[src/rtl/fmt_pkg.sv]
package fmt_pkg;

    localparam int unsigned FLAG_ZERO   = 0;
    localparam int unsigned FLAG_SIGNED = 1;
    localparam int unsigned FLAG_PLUS   = 2;
    localparam int unsigned FLAG_SPACE  = 3;
    localparam int unsigned FLAG_LEFT   = 4;
    localparam int unsigned FLAG_PREFIX = 5;
    localparam int unsigned FLAG_UPPER  = 6;

    localparam logic [5:0] BASE_MIN = 6'd2;
    localparam logic [5:0] BASE_MAX = 6'd36;
    localparam logic [5:0] BASE_OCT = 6'd8;
    localparam logic [5:0] BASE_HEX = 6'd16;

    localparam logic [7:0] CH_ZERO  = 8'h30;
    localparam logic [7:0] CH_SPACE = 8'h20;
    localparam logic [7:0] CH_MINUS = 8'h2d;
    localparam logic [7:0] CH_PLUS  = 8'h2b;
    localparam logic [7:0] CH_X_LO  = 8'h78;
    localparam logic [7:0] CH_X_UP  = 8'h58;

    localparam int unsigned DIV_BITS_PER_CYCLE = 8;

    typedef struct packed {
        logic [63:0] value;
        logic [5:0]  base;
        logic [6:0]  width;
        logic [6:0]  precision;
        logic [6:0]  flags;
    } fmt_in_t;

    typedef struct packed {
        logic [7:0] out_char;
        logic       char_valid;
        logic       last;
        logic       bad_base;
        logic       truncated;
        logic [6:0] full_length;
    } fmt_out_t;

    typedef struct packed {
        logic        bad;
        logic [63:0] mag;
        logic [5:0]  base;
        logic [6:0]  width;
        logic [6:0]  prec;
        logic        has_sign;
        logic [7:0]  sign_ch;
        logic [1:0]  pfx;
        logic        zero;
        logic        left;
        logic        upper;
    } fmt_desc_t;

    function automatic logic [7:0] digit_char(input logic [5:0] d, input logic upper);
        logic [7:0] c;
        begin
            if (d < 6'd10) begin
                c = CH_ZERO + {2'b00, d};
            end else if (upper) begin
                c = 8'h41 + {2'b00, d} - 8'd10;
            end else begin
                c = 8'h61 + {2'b00, d} - 8'd10;
            end
            return c;
        end
    endfunction

endpackage

[src/rtl/integer_to_text_formatter.sv]
// channel | ports                    | payload
// input   | s_valid, s_ready, s_data | fmt_in_t: value, base, width, precision, flags
// result  | m_valid, m_ready, m_data | fmt_out_t: at most one character per transfer
//
// Digits are made by long division, 8 quotient bits per cycle, one digit per division.
// A request holds the back end through its divide, setup and emit states until its
// last character is sent. A bad base gives a single result with bad_base set and
// no division. A two-entry queue lets the next request wait while the current
// one is divided or sent. Reset (aresetn, synchronous) empties all.
// m_ready low stalls sending only; the queue keeps taking requests until full.
module integer_to_text_formatter #(
    parameter int unsigned MAX_OUT = 64
) (
    input  logic              aclk,
    input  logic              aresetn,
    input  logic              s_valid,
    output logic              s_ready,
    input  fmt_pkg::fmt_in_t  s_data,
    output logic              m_valid,
    input  logic              m_ready,
    output fmt_pkg::fmt_out_t m_data
);
    import fmt_pkg::*;

    fmt_desc_t front_desc, q_desc;
    logic      q_full, q_empty, q_pop;

    fmt_front u_front (
        .item (s_data),
        .desc (front_desc)
    );

    assign s_ready = !q_full;

    fmt_fifo u_fifo (
        .aclk    (aclk),
        .aresetn (aresetn),
        .wr_en   (s_valid && !q_full),
        .wr_data (front_desc),
        .full    (q_full),
        .rd_en   (q_pop),
        .rd_data (q_desc),
        .empty   (q_empty)
    );

    fmt_back #(.MAX_OUT(MAX_OUT)) u_back (
        .aclk       (aclk),
        .aresetn    (aresetn),
        .desc       (q_desc),
        .desc_empty (q_empty),
        .desc_pop   (q_pop),
        .m_valid    (m_valid),
        .m_ready    (m_ready),
        .m_data     (m_data)
    );

    a_bad_single: assert property (@(posedge aclk) disable iff (!aresetn)
        m_valid && m_data.bad_base |-> m_data.last && !m_data.char_valid)
        else $error("bad base result malformed");

    a_trunc_len: assert property (@(posedge aclk) disable iff (!aresetn)
        m_valid && m_data.truncated |-> m_data.full_length > 7'(MAX_OUT))
        else $error("truncated without overlong field");

    a_pop_nonempty: assert property (@(posedge aclk) disable iff (!aresetn)
        q_pop |-> !q_empty)
        else $error("queue popped while empty");

endmodule

[src/rtl/fmt_front.sv]
module fmt_front (
    input  fmt_pkg::fmt_in_t   item,
    output fmt_pkg::fmt_desc_t desc
);
    import fmt_pkg::*;

    logic neg;
    logic left;

    always_comb begin
        left = item.flags[FLAG_LEFT];
        neg  = item.flags[FLAG_SIGNED] & item.value[63];
        desc.bad   = (item.base < BASE_MIN) || (item.base > BASE_MAX);
        desc.mag   = neg ? (64'd0 - item.value) : item.value;
        desc.base  = item.base;
        desc.width = item.width;
        desc.prec  = item.precision;
        desc.has_sign = item.flags[FLAG_SIGNED] &
                        (neg | item.flags[FLAG_PLUS] | item.flags[FLAG_SPACE]);
        desc.sign_ch = neg ? CH_MINUS : (item.flags[FLAG_PLUS] ? CH_PLUS : CH_SPACE);
        if (item.flags[FLAG_PREFIX] && item.base == BASE_HEX) begin
            desc.pfx = 2'd2;
        end else if (item.flags[FLAG_PREFIX] && item.base == BASE_OCT) begin
            desc.pfx = 2'd1;
        end else begin
            desc.pfx = 2'd0;
        end
        desc.zero  = item.flags[FLAG_ZERO] & ~left;
        desc.left  = left;
        desc.upper = item.flags[FLAG_UPPER];
    end

endmodule

[src/rtl/fmt_fifo.sv]
module fmt_fifo (
    input  logic               aclk,
    input  logic               aresetn,
    input  logic               wr_en,
    input  fmt_pkg::fmt_desc_t wr_data,
    output logic               full,
    input  logic               rd_en,
    output fmt_pkg::fmt_desc_t rd_data,
    output logic               empty
);
    import fmt_pkg::*;

    fmt_desc_t  mem_reg [2];
    logic       wptr_reg, rptr_reg;
    logic [1:0] cnt_reg;

    assign full    = (cnt_reg == 2'd2);
    assign empty   = (cnt_reg == 2'd0);
    assign rd_data = mem_reg[rptr_reg];

    always_ff @(posedge aclk) begin
        if (wr_en) begin
            mem_reg[wptr_reg] <= wr_data;
        end
    end

    always_ff @(posedge aclk) begin
        if (!aresetn) begin
            wptr_reg <= 1'b0;
            rptr_reg <= 1'b0;
            cnt_reg  <= 2'd0;
        end else begin
            if (wr_en) begin
                wptr_reg <= ~wptr_reg;
            end
            if (rd_en) begin
                rptr_reg <= ~rptr_reg;
            end
            cnt_reg <= cnt_reg + {1'b0, wr_en} - {1'b0, rd_en};
        end
    end

endmodule

[src/rtl/fmt_back.sv]
module fmt_back #(
    parameter int unsigned MAX_OUT = 64
) (
    input  logic               aclk,
    input  logic               aresetn,
    input  fmt_pkg::fmt_desc_t desc,
    input  logic               desc_empty,
    output logic               desc_pop,
    output logic               m_valid,
    input  logic               m_ready,
    output fmt_pkg::fmt_out_t  m_data
);
    import fmt_pkg::*;

    typedef enum logic [1:0] {B_IDLE, B_DIV, B_SETUP, B_EMIT} state_t;

    state_t     st_reg;
    fmt_desc_t  d_reg;
    logic [63:0] w_reg;
    logic [5:0]  rem_reg;
    logic [2:0]  step_reg;
    logic [5:0]  dig_reg [64];
    logic [6:0]  nd_reg;
    logic [7:0]  b1_reg, b2_reg, b3_reg, b5_reg, b6_reg;
    logic [7:0]  emit_reg, cnt_reg;
    logic        trunc_reg;
    logic [6:0]  full_reg;
    logic        m_valid_reg;
    fmt_out_t    m_data_reg;

    logic [63:0] w_next;
    logic [5:0]  rem_next;
    logic [6:0]  t;
    logic        out_free;
    logic        send_bad, send_ch;

    logic [6:0] prec_eff;
    logic [7:0] core, len, pad8, lead, zf, b1, b2, b3, b4, b5, b6;
    logic [7:0] ch;
    logic       in_digits;

    assign out_free = !m_valid_reg || m_ready;
    assign m_valid  = m_valid_reg;
    assign m_data   = m_data_reg;
    assign desc_pop = (st_reg == B_IDLE) && !desc_empty && (!desc.bad || out_free);
    assign send_bad = (st_reg == B_IDLE) && !desc_empty && desc.bad && out_free;
    assign send_ch  = (st_reg == B_EMIT) && out_free;

    always_comb begin
        w_next   = w_reg;
        rem_next = rem_reg;
        for (int i = 0; i < DIV_BITS_PER_CYCLE; i++) begin
            t      = {rem_next, w_next[63]};
            w_next = {w_next[62:0], 1'b0};
            if (t >= {1'b0, d_reg.base}) begin
                t         = t - {1'b0, d_reg.base};
                w_next[0] = 1'b1;
            end
            rem_next = t[5:0];
        end
    end

    always_comb begin
        prec_eff = (d_reg.prec < nd_reg) ? nd_reg : d_reg.prec;
        core = {7'd0, d_reg.has_sign} + {6'd0, d_reg.pfx} + {1'b0, prec_eff};
        pad8 = ({1'b0, d_reg.width} > core) ? ({1'b0, d_reg.width} - core) : 8'd0;
        len  = core + pad8;
        lead = (!d_reg.zero && !d_reg.left) ? pad8 : 8'd0;
        zf   = d_reg.zero ? pad8 : 8'd0;
        b1 = lead;
        b2 = b1 + {7'd0, d_reg.has_sign};
        b3 = b2 + {6'd0, d_reg.pfx};
        b4 = b3 + zf;
        b5 = b4 + {1'b0, prec_eff - nd_reg};
        b6 = b5 + {1'b0, nd_reg};
    end

    always_comb begin
        in_digits = 1'b0;
        if (cnt_reg < b1_reg) begin
            ch = CH_SPACE;
        end else if (cnt_reg < b2_reg) begin
            ch = d_reg.sign_ch;
        end else if (cnt_reg < b3_reg) begin
            ch = (cnt_reg == b2_reg) ? CH_ZERO : (d_reg.upper ? CH_X_UP : CH_X_LO);
        end else if (cnt_reg < b5_reg) begin
            ch = CH_ZERO;
        end else if (cnt_reg < b6_reg) begin
            ch = digit_char(dig_reg[0], d_reg.upper);
            in_digits = 1'b1;
        end else begin
            ch = CH_SPACE;
        end
    end

    always_ff @(posedge aclk) begin
        if (!aresetn) begin
            st_reg      <= B_IDLE;
            m_valid_reg <= 1'b0;
        end else begin
            if (send_bad || send_ch) begin
                m_valid_reg <= 1'b1;
            end else if (m_ready) begin
                m_valid_reg <= 1'b0;
            end
            case (st_reg)
                B_IDLE: begin
                    if (!desc_empty) begin
                        if (desc.bad) begin
                            if (out_free) begin
                                m_data_reg  <= '{out_char: 8'd0, char_valid: 1'b0,
                                                 last: 1'b1, bad_base: 1'b1,
                                                 truncated: 1'b0, full_length: 7'd0};
                            end
                        end else begin
                            d_reg    <= desc;
                            w_reg    <= desc.mag;
                            rem_reg  <= 6'd0;
                            step_reg <= 3'd0;
                            nd_reg   <= 7'd0;
                            st_reg   <= B_DIV;
                        end
                    end
                end
                B_DIV: begin
                    step_reg <= step_reg + 3'd1;
                    if (step_reg == 3'(DIV_BITS_PER_CYCLE - 1)) begin
                        for (int i = 63; i > 0; i--) begin
                            dig_reg[i] <= dig_reg[i-1];
                        end
                        dig_reg[0] <= rem_next;
                        nd_reg     <= nd_reg + 7'd1;
                        w_reg      <= w_next;
                        rem_reg    <= 6'd0;
                        if (w_next == 64'd0) begin
                            st_reg <= B_SETUP;
                        end
                    end else begin
                        w_reg   <= w_next;
                        rem_reg <= rem_next;
                    end
                end
                B_SETUP: begin
                    b1_reg    <= b1;
                    b2_reg    <= b2;
                    b3_reg    <= b3;
                    b5_reg    <= b5;
                    b6_reg    <= b6;
                    emit_reg  <= (len > 8'(MAX_OUT)) ? 8'(MAX_OUT) : len;
                    trunc_reg <= len > 8'(MAX_OUT);
                    full_reg  <= (len > 8'd127) ? 7'd127 : len[6:0];
                    cnt_reg   <= 8'd0;
                    st_reg    <= B_EMIT;
                end
                B_EMIT: begin
                    if (out_free) begin
                        m_data_reg  <= '{out_char: ch, char_valid: 1'b1,
                                         last: (cnt_reg == emit_reg - 8'd1),
                                         bad_base: 1'b0, truncated: trunc_reg,
                                         full_length: full_reg};
                        cnt_reg <= cnt_reg + 8'd1;
                        if (in_digits) begin
                            for (int i = 0; i < 63; i++) begin
                                dig_reg[i] <= dig_reg[i+1];
                            end
                        end
                        if (cnt_reg == emit_reg - 8'd1) begin
                            st_reg <= B_IDLE;
                        end
                    end
                end
                default: st_reg <= B_IDLE;
            endcase
        end
    end

endmodule
[config.mk]
export PLATFORM = sky130hd
export DESIGN_NAME = integer_to_text_formatter
export DESIGN_NICKNAME = d
export VERILOG_FILES = /design/src/rtl/fmt_pkg.sv /design/src/rtl/integer_to_text_formatter.sv /design/src/rtl/fmt_front.sv /design/src/rtl/fmt_fifo.sv /design/src/rtl/fmt_back.sv
export SDC_FILE = /design/constraint.sdc
export NUM_CORES = 1
export LEC_CHECK = 0
export BUFFER_PORTS_ARGS = -buffer_cell sky130_fd_sc_hd__buf_2
export CORE_MARGIN = 2
export CORE_UTILIZATION = 57
export CTS_CLUSTER_DIAMETER = 200
export DETAILED_ROUTE_END_ITERATION = 8
export GPL_TIMING_DRIVEN = 0
export HOLD_SLACK_MARGIN = 0.08
export PLACE_DENSITY = 0.77
export SYNTH_ARGS = -nofsm -noshare
export SYNTH_HDL_FRONTEND = slang
export SYNTH_HIERARCHICAL = 1
export SYNTH_SLANG_ARGS = --single-unit
[constraint.sdc]
create_clock -name aclk -period 17.5 [get_ports aclk]
set_input_delay 3.5 -clock aclk [delete_from_list [all_inputs] [get_ports aclk]]
set_output_delay 3.5 -clock aclk [all_outputs]
set_load 0.02 [all_outputs]
==> results.yml, run 1 <==
place:
  dp_hpwl_um: 58800
  placed_area_mm2: 0.0423
  preCtsSetupSlack_ps: -2420
  gp_congestion: 0.890
  port_buffers: 100
  dp_cells: 4023
worst_setup_path:
  cp_max_fo: 10
  reg2reg_slack_ps: 720
  path_common_cell: "a21o_1"
  critPathLaunchType: "flip-flop"
  worstRegToRegCells: 77
  worstSetupEndpointType: "flip-flop"
  reg2reg_to: "u_back/dig_reg[0][3]"
  crit_start: "u_back/d_reg[32]"
  criticalPathCategory: "reg2reg"
  crit_path_max_incr_delay_ps: 420
  cp.required_ps: 17890
  r2r_start: "u_back/d_reg[32]"
  slowest_stage: "mux2_2"
  worstPathArrival_ps: 17170
floorplanning:
  fp.dieH_um: 270
  die_area_mm2: 0.0728
  core_mm2: 0.0700
  num_rows: 97
  start_util: 0.575
  die_w_um: 270
  io_pins: 116
sta:
  finalSetupTns_ps: 0
  post-route-min-period_ps: 16780
  finClkSkew_ps: 27.4
  setup_slack_ps: 719
  fin_crit_sh: 0.959
  worst_pin_slew_ps: 1230
  finalHoldViolCount: 0
  fmax_mhz: 59.6
  slew_violations: 0
  slew_headroom: 0.174
  setup_viol: 0
cts:
  cts.reportedPaths.clkPinSlew_ps: 60
  cts_sinks: 787
  cts_buffers: 83
  cts_hold_repair.buffers: 0
  cts_buffer_depth: 3
  worstSkewPairLatency_ps: 640
  cts_tree: "yes"
  cts-root-buf: "clkbuf_16"
  htree_levels: 3
synthesis:
  synth_common_cells: "edfxtp_1, mux2_2, inv_1, nand2_1, ha_1"
  ys.flop_type: "edfxtp_1"
  synth.top_cell.area_share: 0.581
  synth_seq_cells: 787
  synth_area_leaders: "edfxtp_1, mux2_2, ha_1"
  syn_inst: 2967
  yosys_warnings: 6
  yosysSeqAreaShare: 0.585
  syn-cell-area_mm2: 0.0403
  yosysMostFrequentCell: "edfxtp_1"
  syn_area_per_cell_um2: 13.6
  async_flop_share: 0
  synth_edf_count: 779
  yosys.area.top_type: "edfxtp_1"
  synth.distinct_cells: 88
global_route:
  gr-usage-all-layers: 0.224
  grt_pass1_wl_um: 131000
  grt_overflow: 0
  antenna_found_initial: 3
  grt_max_degree: 73
  grt_pass1_vias: 24929
route:
  wl_per_cell_um: 19.6
  num_vias: 24230
  ant_nets: 0
  drc_errors: 0
  dr.pass1.iters: 5
  drt-total-wl_um: 82000
  avgViaCountPerCell: 5.78
  first_iter_violations: 1687
finish:
  fin_cells: 4193
  stdcell_area_mm2: 0.0453
  largest_reg_flops: 384
  insertedDiodeCount: 0
  drive_gt1_frac: 0.258
  nFillCells: 5039
  fin_nets: 3453
  area_growth_pct: 12.5
hold_path:
  hold_depth: 0
  hp-class: "reg2reg"
  min_from: "u_back/dig_reg[3][86]"
  worst_hold_path.endpoint: "u_back/dig_reg[3][92]"
run_status:
  outcome: "finished, final reports clean"
flow_run:
  max_cap_violations: 0
==> through the flow <==
step / util / hold WS (ps)
2_1_floorplan: - / 426
3_3_place_gp: 0.599 / 433
3_5_place_dp: 0.604 / 448
4_1_cts: 0.645 / 449
5_1_grt: 0.647 / 471
6_report: 0.647 / 447
==> final cells by class <==
type / count / area, um^2 / area share
clock buffers: 96 / 2150 / 0.0474
inverters: 246 / 942 / 0.0208
repair buffers: 137 / 986 / 0.0217
plain buffers: 123 / 676 / 0.0149
flip-flops and latches: 787 / 23600 / 0.519
well taps: 940 / 1180 / 0.0259
multi-input cells: 1813 / 15400 / 0.339
clock inverters: 51 / 483 / 0.0107
==> per-layer routing <==
layer  GRT usage  share of wire
met2       0.378           0.49
met1       0.292           0.42
met5           0              0
met3      0.0359          0.053
met4      0.0855          0.035
==> cell families after synthesis <==
logic type,synth area share
compound gates,0.0556
fa+ha+maj,0.0561
buf+inv,0.0394
other cells,0.000279
xor+xnor,0.0334
mux,0.159
simple gates,0.0713
flops,0.585
==> worst max path at each step <==
stage	slack, ps	cells after the start	endpoint
2_1_floorplan	1200	81	u_back/dig_reg[0][3]
3_3_place_gp	-1690	80	u_back/dig_reg[0][3]
3_5_place_dp	-2420	79	u_back/dig_reg[0][3]
4_1_cts	6	80	u_back/st_reg[1]
5_1_grt	-40	80	u_back/st_reg[1]
6_report	720	77	u_back/dig_reg[0][3]
==> timing repair <==
item                       4_1_cts  5_1_grt
setup endpoints to repair       15       15
buffers inserted                 8       15
hold endpoints to repair         0        0
pin swaps                        2       11
gates resized for setup         29       26
==> critical path: cells and delay by family, from the launching register on <==
family	cells	cell delay (ps)
compound gates	38	8050
fa+ha+maj	8	2430
buf+inv	10	1450
flops	1	370
mux	4	1400
simple gates	17	2770
==> cells in the final DEF, fill, tap and decap left out, types with 8 or more instances in the layout <==
| cell type | n |
|---|---|
| edfxtp_1 | 779 |
| mux2_2 | 445 |
| inv_1 | 239 |
| nand2_1 | 182 |
| ha_1 | 143 |
| mux2i_1 | 120 |
| buf_2 | 118 |
| nor2_1 | 107 |
| clkbuf_16 | 84 |
| a21oi_1 | 77 |
| xor2_1 | 77 |
| xnor2_1 | 74 |
| clkbuf_1 | 61 |
| a21o_1 | 54 |
| o21ai_0 | 54 |
| buf_4 | 53 |
| nor3_1 | 32 |
| nor4_1 | 31 |
| nor2b_1 | 29 |
| nand3_1 | 28 |
| and2_1 | 28 |
| nand2b_1 | 27 |
| a31oi_1 | 26 |
| nand4_1 | 23 |
| fa_1 | 23 |
| clkinv_1 | 19 |
| or3_1 | 18 |
| buf_1 | 16 |
| o21a_1 | 14 |
| mux2_4 | 12 |
| clkinv_2 | 11 |
| buf_6 | 11 |
| clkinvlp_4 | 10 |
| and3_1 | 10 |
| o211ai_1 | 9 |
| or4_1 | 8 |
| dfxtp_1 | 8 |
Power of run 1 is left out: the tool's default activity adds up to more than one toggle a clock period on the data nets, which glitch-free logic cannot reach.
==> inputs of run 2 (changes only) <==
PLACE_DENSITY = 0.87   (was 0.77)
==> run 2 against run 1 <==
Against the previous run: cell count shrank 0.12%; global-route usage grew 0.42 points; routed wire length grew 2.7%; clock-buffer cell count grew 6; highest routed layer unchanged; worst setup slack gained 82 ps.
==> results.yml, run 2 (synthesis results as in run 1) <==
run_status:
  outcome: "finished, final reports clean"
route:
  drc_errors: 0
  avgViaCountPerCell: 5.87
  dr.pass1.iters: 6
  drt-total-wl_um: 84300
  wl_per_cell_um: 20.1
  ant_nets: 0
  first_iter_violations: 2268
  num_vias: 24564
cts:
  cts_tree: "yes"
  cts-root-buf: "clkbuf_16"
  htree_levels: 3
  cts_hold_repair.buffers: 0
  cts.reportedPaths.clkPinSlew_ps: 60
  cts_buffer_depth: 3
  worstSkewPairLatency_ps: 640
  cts_buffers: 79
  cts_sinks: 787
finish:
  multi_input_area_mm2: 0.0154
  fin_nets: 3449
  area_growth_pct: 12.4
  nFillCells: 4735
  seq_area_mm2: 0.0236
  utilization: 0.647
  drive_gt1_frac: 0.254
  final_cell_mix: "edfxtp_1, mux2_2, inv_1"
  fin_cells: 4188
  stdcell_area_mm2: 0.0453
  insertedDiodeCount: 0
  largest_reg_flops: 384
  layout_commonest_cell: "edfxtp_1"
global_route:
  grt_overflow: 0
  grt_pass1_wl_um: 133000
  antenna_found_initial: 0
  grt_max_degree: 73
  gr-usage-all-layers: 0.228
  grt_pass1_vias: 24773
sta:
  worst_pin_slew_ps: 1090
  slew_headroom: 0.269
  setup_slack_ps: 801
  slew_violations: 0
  post-route-min-period_ps: 16700
  fin_crit_sh: 0.954
  finalHoldViolCount: 0
  setup_viol: 0
  finClkSkew_ps: 30.3
  fmax_mhz: 59.9
hold_path:
  min_from: "u_back/dig_reg[3][89]"
  hp-class: "reg2reg"
floorplanning:
  start_util: 0.575
  num_rows: 97
  fp.dieH_um: 270
  die_w_um: 270
  io_pins: 116
  core_mm2: 0.0700
  die_area_mm2: 0.0728
place:
  port_buffers: 100
  placed_area_mm2: 0.0423
  preCtsSetupSlack_ps: -1850
  dp_cells: 4024
  gp_congestion: 0.906
  dp_hpwl_um: 57700
worst_setup_path:
  cp_max_fo: 10
  worstPathArrival_ps: 17260
  cp.required_ps: 18070
  worstSetupEndpointType: "flip-flop"
  criticalPathCategory: "reg2reg"
  slowest_stage: "mux2_2"
  reg2reg_slack_ps: 800
  crit_start: "u_back/d_reg[32]"
  r2r_start: "u_back/d_reg[32]"
  critPathLaunchType: "flip-flop"
  crit_path_max_incr_delay_ps: 420
  path_common_cell: "a21o_1"
flow_run:
  max_cap_violations: 0
-- run 2: cell types whose count changed in the layout (fill, tap and decap cells not counted), moves of 2 or more --
cell	before	now
clkbuf_1	61	70
clkinv_2	11	9
buf_4	53	51
clkinv_16	0	2
clkinv_4	3	0
nor2_2	2	0
clkbuf_8	0	2
clkbuf_16	84	79
clkinvlp_4	10	7
clkinv_1	19	14
inv_16	0	2
nor2_1	107	109
-- run 2: worst max-delay path: cells and delay by family, from the launching register on --
| family | cells | cell delay, ps |
|---|---|---|
| mux | 3 | 1000 |
| buf+inv | 11 | 1430 |
| compound gates | 39 | 8180 |
| simple gates | 20 | 3350 |
| flops | 1 | 380 |
| fa+ha+maj | 8 | 2270 |
-- run 2: layout make-up --
type | count | share of cell area
clock inverters | 40 | 0.0105
clock buffers | 102 | 0.0460
plain buffers | 123 | 0.0148
repair buffers | 136 | 0.0219
well taps | 940 | 0.0260
flip-flops and latches | 787 | 0.520
multi-input cells | 1814 | 0.340
inverters | 246 | 0.0207
-- run 2: metal layers --
| metal | vias up | global-route usage | share of wire |
|---|---|---|---|
| li1 | 11354 | - | - |
| met1 | 12135 | 0.303 | 0.42 |
| met2 | 898 | 0.392 | 0.50 |
| met3 | 177 | 0.0291 | 0.057 |
| met4 | 0 | 0.0709 | 0.028 |
| met5 | - | 0 | 0 |
-- run 2: repair_timing --
item | 4_1_cts | 5_1_grt
gates cloned | 0 | 1
buffers inserted | 6 | 15
resized for setup | 20 | 29
pin swaps | 1 | 7
endpoints found under the setup margin | 15 | 15
-- run 2: path summary, 6_finish.rpt --
kind / end / cells past startpoint
worst max-delay path: u_back/st_reg[1] / 81
worst min-delay path: u_back/dig_reg[3][95] / 0
worst max register to register: u_back/st_reg[1] / 81
worst min register to register: u_back/dig_reg[3][95] / 0
-- run 2: per-stage QoR --
| stage | TNS, ps | hold WS [ps] |
|---|---|---|
| floorplan | 0 | 426 |
| global placement | -20200 | 432 |
| detailed placement | -23530 | 439 |
| CTS | 0 | 456 |
| global route | -88.6 | 468 |
| finish | 0 | 458 |
Power of run 2 is left out for the same reason.
==> inputs of run 3 (changes only) <==
CORE_UTILIZATION = 23   (was 57)
PLACE_DENSITY = 0.48   (was 0.87)
clock period = 14.6 ns   (was 17.5 ns; I/O delays follow)
==> run 3 against run 2 <==
Against the previous run: routed wire length is 11% higher; worst setup slack worse by 910 ps; largest cell class unchanged; critical endpoint is now u_back/dig_reg[0][3]; critical path depth is 6 lower; the flow now finishes with violations (setup timing); utilization is 37 points lower.
==> results.yml, run 3 (synthesis results as in run 1) <==
cts:
  htree_levels: 3
  cts_tree: "yes"
  cts_sinks: 787
  cts-root-buf: "clkbuf_16"
  cts_buffers: 91
  cts.reportedPaths.clkPinSlew_ps: 60
  cts_buffer_depth: 3
  worstSkewPairLatency_ps: 690
floorplanning:
  fp.dieH_um: 423
  io_pins: 116
  die_w_um: 423
  num_rows: 153
  die_area_mm2: 0.179
  start_util: 0.232
  core_mm2: 0.174
route:
  drc_errors: 0
  avgViaCountPerCell: 4.18
  dr.pass1.iters: 5
  ant_nets: 0
  wl_per_cell_um: 16.5
  num_vias: 23655
  drt-total-wl_um: 93600
  first_iter_violations: 1385
worst_setup_path:
  slowest_stage: "a211o_4"
  worstPathArrival_ps: 15140
  reg2reg_to: "u_back/dig_reg[0][3]"
  critical_path_cell_count: 75
  r2r_start: "u_back/d_reg[33]"
  worstRegToRegCells: 75
  cp_max_fo: 7
  cp.required_ps: 15030
  reg2reg_slack_ps: -110
  crit_start: "u_back/d_reg[33]"
  crit_path_max_incr_delay_ps: 390
  path_buf_inv: 9
  critPathCapture: "u_back/dig_reg[0][3]"
  criticalPathCategory: "reg2reg"
  critPathLaunchType: "flip-flop"
  critPathTopFamily: "compound AO/OA/AOI/OAI gates"
  worstSetupEndpointType: "flip-flop"
global_route:
  antenna_found_initial: 3
  grt_overflow: 0
  grt_pass1_vias: 24306
  gr-usage-all-layers: 0.102
  grt_max_degree: 67
  grt_pass1_wl_um: 144000
place:
  gp_congestion: 0.770
  dp_hpwl_um: 66100
  port_buffers: 100
  preCtsSetupSlack_ps: -3030
  dp_cells: 5410
finish:
  largest_reg_flops: 384
  nFillCells: 17772
  fin_cells: 5658
  utilization: 0.278
  area_growth_pct: 20.0
  final_cell_mix: "edfxtp_1, mux2_2, inv_1"
  insertedDiodeCount: 0
  drive_gt1_frac: 0.289
  fin_nets: 3520
  layout_commonest_cell: "edfxtp_1"
sta:
  finalSetupTns_ps: -355
  slew_violations: 0
  setup_slack_ps: -110
  finalHoldViolCount: 0
  setup_viol: 6
  rsz0062_at_grt: "true"
  fmax_mhz: 68.0
  worst_pin_slew_ps: 1220
  fin_crit_sh: 1.01
  finClkSkew_ps: 19.2
  post-route-min-period_ps: 14710
  slew_headroom: 0.181
run_status:
  outcome: "complete, but fails checks"
  violations: "setup timing"
hold_path:
  hp-class: "reg2reg"
  hold_depth: 0
flow_run:
  max_cap_violations: 0
run 3: cell count changes in the layout (fill, tap and decap cells not counted), sizes merged:
cell	previous run	this run
buf	209	269
clkinv	27	38
inv	245	247
o22ai	8	7
clkbuf	152	166
and2	31	32
clkinvlp	7	8
bufinv	7	4
run 3: layer usage:
layer,part of all wire,GRT usage,vias up
li1,-,-,11512
met5,0.00012,0,-
met3,0.037,0.0179,145
met2,0.48,0.173,379
met4,0.027,0.0343,2
met1,0.45,0.131,11617
run 3: cell type report:
| class | count | area, um^2 | share of cell area |
|---|---|---|---|
| inverters | 246 | 947 | 0.0196 |
| plain buffers | 119 | 631 | 0.0130 |
| multi-input cells | 1814 | 15900 | 0.330 |
| clock buffers | 117 | 2430 | 0.0502 |
| repair buffers | 199 | 1510 | 0.0313 |
| clock inverters | 51 | 434 | 0.00898 |
| flip-flops and latches | 787 | 23600 | 0.487 |
| well taps | 2325 | 2910 | 0.0602 |
run 3: metrics by stage:
| step | cell area [um^2] | hold WS, ps |
|---|---|---|
| floorplan | 40500 | 426 |
| detailed placement | 44300 | 442 |
| CTS | 48000 | 456 |
| global route | 48400 | 471 |
| finish | 48400 | 454 |
| global placement | 43900 | 433 |
run 3: worst min path at each step:
stage | start | end
global route | u_back/dig_reg[3][89] | u_back/dig_reg[3][95]
floorplan | u_back/dig_reg[3][84] | u_back/dig_reg[3][90]
CTS | u_back/dig_reg[3][89] | u_back/dig_reg[3][95]
finish | u_back/dig_reg[3][87] | u_back/dig_reg[3][93]
detailed placement | u_back/dig_reg[3][89] | u_back/dig_reg[3][95]
global placement | u_back/dig_reg[3][89] | u_back/dig_reg[3][95]
run 3: what timing repair did:
action                                  CTS  global route
endpoints found under the hold margin     0             0
hold buffers                              0             0
pin swaps                                48            55
gates cloned                              1             0
buffers inserted                         70            13
gates resized for setup                  59            46
endpoints found under the setup margin   16            15
run 3: worst reg2reg max path: cells and delay by family (launching register included):
kind,cells,cell delay (ps)
AO/OA/AOI/OAI,39,7710
AND/OR/NAND/NOR,15,2200
adder cells (fa/ha/maj),8,1910
multiplexers,4,1200
buffers and inverters,9,1020
flip-flops,1,380
Power of run 3 is left out for the same reason.
